==> src/rtl/core/lpsc_pkg.sv <==
// shared types and constants for the length prefix to start code core
`default_nettype none

package lpsc_pkg;

   localparam int DATA_W              = 8;
   localparam int SIZE_W              = 13;
   localparam int COUNT_W             = 4;
   localparam int LENGTH_W            = 32;
   localparam int PREFIX_BYTES        = 4;
   localparam int BLOCK_BYTES_DEFAULT = 4096;
   localparam int SHORT_BLOCK_BYTES   = 4;

   localparam logic [COUNT_W-1:0] COUNT_MAX   = 4'd15;
   localparam logic [COUNT_W-1:0] COUNT_GOOD_A = 4'd2;
   localparam logic [COUNT_W-1:0] COUNT_GOOD_B = 4'd4;

   localparam logic [DATA_W-1:0] START_CODE_ZERO = 8'h00;
   localparam logic [DATA_W-1:0] START_CODE_LAST = 8'h01;

   typedef enum logic [1:0] {
      STATUS_NONE  = 2'd0,
      STATUS_OK    = 2'd1,
      STATUS_COUNT = 2'd2,
      STATUS_SHORT = 2'd3
   } status_type;

   typedef enum logic [2:0] {
      PFX_IDLE  = 3'd0,
      PFX_BYTE1 = 3'd1,
      PFX_BYTE2 = 3'd2,
      PFX_BYTE3 = 3'd3,
      PFX_BYTE4 = 3'd4
   } prefix_index_type;

endpackage

`default_nettype wire

==> src/rtl/core/length_prefix_to_start_code_core.sv <==
// top level: rewrites 4-byte length prefixes of a block into start codes
//
// Bytes of one block enter one per transaction with the block size; each leaves in the
// cycle after it is taken, in a single result register, with 4-byte big-endian length
// prefixes replaced by 00 00 00 01, a running NAL unit count and, on the last byte, the
// block status. Throughput is one byte per clock: all per-byte work (the position
// compares, one add of the prefix length to the position) sits between the request port
// and the result register, and a new byte is taken whenever that register is empty or
// being drained. Block sizes of zero count as one, sizes above BLOCK_BYTES are clipped
// to BLOCK_BYTES.
`default_nettype none

module length_prefix_to_start_code_core #(
   parameter int BLOCK_BYTES = lpsc_pkg::BLOCK_BYTES_DEFAULT
) (
   input  wire logic                          clock,
   input  wire logic                          reset,
   input  wire logic                          req_valid,
   output logic                               req_stall,
   input  wire logic [lpsc_pkg::DATA_W-1:0]   req_data_byte,
   input  wire logic [lpsc_pkg::SIZE_W-1:0]   req_block_size,
   output logic                               rsp_valid,
   input  wire logic                          rsp_stall,
   output logic [lpsc_pkg::DATA_W-1:0]        rsp_out_byte,
   output logic                               rsp_block_end,
   output logic [1:0]                         rsp_status,
   output logic [lpsc_pkg::COUNT_W-1:0]       rsp_nal_count
);

   localparam int PW = $clog2(BLOCK_BYTES);
   localparam int SW = (PW + 1 > lpsc_pkg::SIZE_W) ? PW + 1 : lpsc_pkg::SIZE_W;
   localparam int AW = PW + 2;

   logic [PW-1:0]                    pos_ff, pos_in;
   logic [PW-1:0]                    next_pos_ff, next_pos_in;
   logic                             beyond_ff, beyond_in;
   lpsc_pkg::prefix_index_type       idx_ff, idx_in;
   logic [23:0]                      acc_ff, acc_in;
   logic [lpsc_pkg::COUNT_W-1:0]     cnt_ff, cnt_in;

   logic                             rsp_valid_ff;
   logic [lpsc_pkg::DATA_W-1:0]      rsp_byte_ff, rsp_byte_in;
   logic                             rsp_end_ff, rsp_end_in;
   lpsc_pkg::status_type             rsp_status_ff, rsp_status_in;
   logic [lpsc_pkg::COUNT_W-1:0]     rsp_cnt_ff;

   logic                             accept;
   logic [SW-1:0]                    size_raw;
   logic [SW-1:0]                    size_c;
   logic [SW-1:0]                    pos_ext;
   logic                             start;
   logic                             in_prefix;
   lpsc_pkg::prefix_index_type       cur_idx;
   logic                             last;
   logic [lpsc_pkg::LENGTH_W-1:0]    len_full;
   logic                             len_high_nz;
   logic [AW-1:0]                    sum;

   assign req_stall = rsp_valid_ff && rsp_stall;
   assign accept    = req_valid && !req_stall;

   assign size_raw = SW'(req_block_size);
   assign pos_ext  = SW'(pos_ff);

   always_comb begin
      if (size_raw == '0) begin
         size_c = SW'(1);
      end else if (size_raw > SW'(BLOCK_BYTES)) begin
         size_c = SW'(BLOCK_BYTES);
      end else begin
         size_c = size_raw;
      end
   end

   assign start = (idx_ff == lpsc_pkg::PFX_IDLE) && !beyond_ff && (pos_ff == next_pos_ff)
                  && (pos_ext + SW'(lpsc_pkg::PREFIX_BYTES) < size_c);
   assign in_prefix = start || (idx_ff != lpsc_pkg::PFX_IDLE);
   assign cur_idx   = start ? lpsc_pkg::PFX_BYTE1 : idx_ff;
   assign last      = (pos_ext + SW'(1) >= size_c);

   assign len_full    = {acc_ff, req_data_byte};
   assign len_high_nz = |len_full[lpsc_pkg::LENGTH_W-1:PW];
   assign sum         = AW'(pos_ff) + AW'(1) + AW'(len_full[PW-1:0]);

   always_comb begin
      pos_in        = pos_ff;
      next_pos_in   = next_pos_ff;
      beyond_in     = beyond_ff;
      idx_in        = idx_ff;
      acc_in        = acc_ff;
      cnt_in        = cnt_ff;
      rsp_byte_in   = req_data_byte;
      rsp_status_in = lpsc_pkg::STATUS_NONE;
      rsp_end_in    = last;

      if (start && cnt_ff != lpsc_pkg::COUNT_MAX) begin
         cnt_in = cnt_ff + lpsc_pkg::COUNT_W'(1);
      end

      if (in_prefix) begin
         acc_in = start ? {16'h0000, req_data_byte} : {acc_ff[15:0], req_data_byte};
         if (cur_idx == lpsc_pkg::PFX_BYTE4) begin
            rsp_byte_in = lpsc_pkg::START_CODE_LAST;
            next_pos_in = sum[PW-1:0];
            beyond_in   = len_high_nz || (sum >= AW'(BLOCK_BYTES));
            idx_in      = lpsc_pkg::PFX_IDLE;
         end else begin
            rsp_byte_in = lpsc_pkg::START_CODE_ZERO;
            idx_in      = lpsc_pkg::prefix_index_type'(cur_idx + 3'd1);
         end
      end

      if (last) begin
         if (size_c < SW'(lpsc_pkg::SHORT_BLOCK_BYTES)) begin
            rsp_status_in = lpsc_pkg::STATUS_SHORT;
         end else if (cnt_in == lpsc_pkg::COUNT_GOOD_A || cnt_in == lpsc_pkg::COUNT_GOOD_B) begin
            rsp_status_in = lpsc_pkg::STATUS_OK;
         end else begin
            rsp_status_in = lpsc_pkg::STATUS_COUNT;
         end
         pos_in      = '0;
         next_pos_in = '0;
         beyond_in   = 1'b0;
         idx_in      = lpsc_pkg::PFX_IDLE;
      end else begin
         pos_in = pos_ff + PW'(1);
      end
   end

   // block state
   always_ff @(posedge clock) begin
      if (reset) begin
         pos_ff      <= '0;
         next_pos_ff <= '0;
         beyond_ff   <= 1'b0;
         idx_ff      <= lpsc_pkg::PFX_IDLE;
         acc_ff      <= '0;
         cnt_ff      <= '0;
      end else if (accept) begin
         pos_ff      <= pos_in;
         next_pos_ff <= next_pos_in;
         beyond_ff   <= beyond_in;
         idx_ff      <= idx_in;
         acc_ff      <= acc_in;
         cnt_ff      <= last ? '0 : cnt_in;
      end
   end

   // result register
   always_ff @(posedge clock) begin
      if (reset) begin
         rsp_valid_ff <= 1'b0;
      end else if (accept) begin
         rsp_valid_ff <= 1'b1;
      end else if (!rsp_stall) begin
         rsp_valid_ff <= 1'b0;
      end
   end

   always_ff @(posedge clock) begin
      if (accept) begin
         rsp_byte_ff   <= rsp_byte_in;
         rsp_end_ff    <= rsp_end_in;
         rsp_status_ff <= rsp_status_in;
         rsp_cnt_ff    <= cnt_in;
      end
   end

   assign rsp_valid     = rsp_valid_ff;
   assign rsp_out_byte  = rsp_byte_ff;
   assign rsp_block_end = rsp_end_ff;
   assign rsp_status    = rsp_status_ff;
   assign rsp_nal_count = rsp_cnt_ff;

endmodule

`default_nettype wire

==> config.mk <==
export PLATFORM = sky130hd
export DESIGN_NAME = length_prefix_to_start_code_core
export DESIGN_NICKNAME = d
export VERILOG_FILES = /design/src/rtl/core/lpsc_pkg.sv /design/src/rtl/core/length_prefix_to_start_code_core.sv
export SDC_FILE = /design/constraint.sdc
export NUM_CORES = 1
export LEC_CHECK = 0
export BUFFER_PORTS_ARGS = -buffer_cell sky130_fd_sc_hd__buf_2
export CAP_MARGIN = 20
export CORE_MARGIN = 2
export CORE_UTILIZATION = 41
export CTS_CLUSTER_DIAMETER = 40
export CTS_CLUSTER_SIZE = 28
export DETAILED_ROUTE_END_ITERATION = 12
export HOLD_SLACK_MARGIN = 0.15
export MAX_ROUTING_LAYER = met4
export PLACE_DENSITY = 0.7
export SLEW_MARGIN = 0
export SYNTH_ARGS = -nofsm -noshare
export SYNTH_HDL_FRONTEND = slang
export SYNTH_SLANG_ARGS = --single-unit
==> constraint.sdc <==
create_clock -name clock -period 5.14 [get_ports clock]
set_input_delay 0.771 -clock clock [delete_from_list [all_inputs] [get_ports clock]]
set_output_delay 0.771 -clock clock [all_outputs]
set_load 0.05 [all_outputs]
==> run metrics <==
minimum clock period 4313 ps; RSZ-0062 raised after global routing false; Synth Net Count 565; number of remaining DRC errors 0; die extent in x 107.6 µm; Psw 457.1 µW; Comb pwr share 21.6%; async set-or-reset flop fraction in the synthesized netlist 0%; Max Fclk 0.2319 GHz; # IOs 42; mean post-synth cell area 8.864 µm²; CP startpoint kind input port; yosys synthesis warning count 0; Iteration-0 DRC Markers 248; Mapped Cells 496; Vert. Die Dim 107.6 µm; dpl hpwl 7721 µm; MaxCap Viol Count 0; port bufs 41; worst reg2reg path startpoint pos_ff[2]; Routed Antenna Nets 0; drt via density 5.594; r2r setup slk 940 ps; Distinct cells, synth 57; area grow syn2layout 11.90%; Setup-failing EPs final 0; Final Slew Violations 0; root buffer selected by CTS clkbuf_8; Sinks on Clock Net 72; VDD IR max 124.1 µV; worst slack, placed 552.6 ps; endpoints failing hold 0; H-tree lvl count 3; initial antenna violation count 0; largest net degree at the start of global routing 48; leakage power 0.002178 µW; Post-synth EDFFs 15; r2r endpoint next_pos_ff[4]; power per standard cell area 307.4 nW/µm²; nets 595; commonest non-fill, non-tap cell in the layout dfxtp_1; max_slew headroom 34.65%; top post-synthesis cells by area dfxtp_1 26%, ha_1 12%, edfxtp_1 10%; vias in the first global route 3550; Worst EP required 5420 ps; area leader, netlist dfxtp_1; die footprint 11570 µm²; share of cells above drive strength 1 14.12%; Top FF cell, synth dfxtp_1; post-layout power 1512 µW; critical path class in2reg; Worst Hold Class reg2reg; effective utilization at floorplan 42.40%; overflow left after global routing 0; Core Rows 37; CTS buffer count 9; Tcrit/Tclk final 83.90%; synthesized area 4397 µm²; Yosys reg bits 72; Reg clk slew, reported paths 70 ps; TritonCTS clock tree yes; end point of the critical path next_pos_ff[4]; hold buffers post-CTS 0; Resize count post-CTS 0; Worst Path Arrival 4590 ps; Layout Utilization 47.44%; Core Region 10370 µm²; Diodes inserted 0; most frequent cells in the layout 57 x dfxtp_1, 53 x nand2_1, 51 x nor2_1; switching fraction of total power 30.23%; Flop pwr share 42.1%; Reg2Reg Depth 15; Setup Buffers After CTS 0; crit path max fanout 13; clock power share 36.3%; via count 3731; area of the multi-input gates 2618 µm²; 1st-pass router iterations 7; Setup crit start req_block_size[6]; Internal Power 1055 µW; setup TNS 0 ps; Clock Skews 11.69 ps; post-synthesis sequential area ratio 36.20%; Worst Tran Pin Value 980.1 ps; drt total wl 10260 µm; worst setup margin 827.4 ps; Synth top area share 25.95%; CTS max path bufs 2; gpl congestion 0.8464; DR WL/cell 15.38 µm; outcome finished clean; fill cell count 980; Sequential Area 1592 µm²; all-layer global routing usage 18.77%; worst skew pair latency 350 ps; first-pass GRT wire length 16820 µm; crit end category register
## cell families after synthesis
family	share of synthesized area, %
DFF	36.20
xor gates and xnor gates	8.167
AOI/OAI and AO/OA	18.73
adders and majority gates	12.69
muxes	0.2561
and+or+nand+nor	19.69
buffers and inverters	4.268
## synth_stat cells, drive strengths merged (12+ instances only)
cell type	n
edfxtp	15
xnor2	26
nand2	53
a22oi	19
a22o	13
nor2	52
buf	15
inv	13
ha	43
dfxtp	57
clkbuf	12
xor2	15
a21oi	38
nand3	19
## flip-flops by register name, indices dropped and copies added (netlist names), 2 cells and up
register and flops:
rsp_out_byte 8, pos_ff 12, cnt_ff 4, idx_ff 3
rsp_status 2, next_pos_ff 12, rsp_nal_count 4, acc_ff 24
## power by group through the flow
stage	Sequential [µW]	Combinational, µW	Clock, µW
3_3_place_gp	648	314	0
4_1_cts	637	323	552
3_5_place_dp	650	321	0
5_1_grt	641	358	572
6_report	637	327	549
2_1_floorplan	698	192	0
## critical path: stages
cell and delay [ps]:
buf_2 110, nor4_1 390, nand3_1 150, o31ai_1 420, nand2_1 170, ha_1 330
a211oi_1 250, a21oi_1 130, o41ai_4 400, and2_1 200, nor2_1 70, ha_1 220
nand2_1 130, nand2_1 110, a21oi_2 500, a22o_1 240
## worst min path at each step
stage                    from        end  slack (ps)  cells past startpoint
floorplan           beyond_ff  beyond_ff         450                      1
global placement    acc_ff[5]  acc_ff[5]         460                      2
detailed placement  acc_ff[5]  acc_ff[5]         470                      2
CTS                 acc_ff[5]  acc_ff[5]         480                      2
global route        beyond_ff  beyond_ff         510                      1
finish              acc_ff[5]  acc_ff[5]         480                      2
## layer usage
metal / vias up / global-route usage, % / share of wire [%]
li1: 1838 / - / -
met3: 22 / 2.603 / 4.7
met5: - / - / 0
met2: 127 / 30.73 / 48
met4: 0 / 6.960 / 2.3
met1: 1744 / 23.66 / 45
## stage by stage
| stage | instances | instance area [µm²] | hold slack [ps] |
|---|---|---|---|
| 2_1_floorplan | 496 | 4397 | 449.5 |
| 3_3_place_gp | 650 | 4667 | 459.7 |
| 3_5_place_dp | 650 | 4667 | 466.5 |
| 4_1_cts | 666 | 4912 | 477.7 |
| 5_1_grt | 667 | 4920 | 506.7 |
| 6_report | 667 | 4920 | 482.1 |
## cell type report
cell class	count	share of cell area, %
sequential	72	32.35
inverter	14	1.068
timing repair buffer	46	4.934
clock buffer	11	2.874
clock inverter	5	2.111
multi-input combinational	383	53.20
tap	136	3.459
No activity file was read; power rests on OpenSTA's default activity.
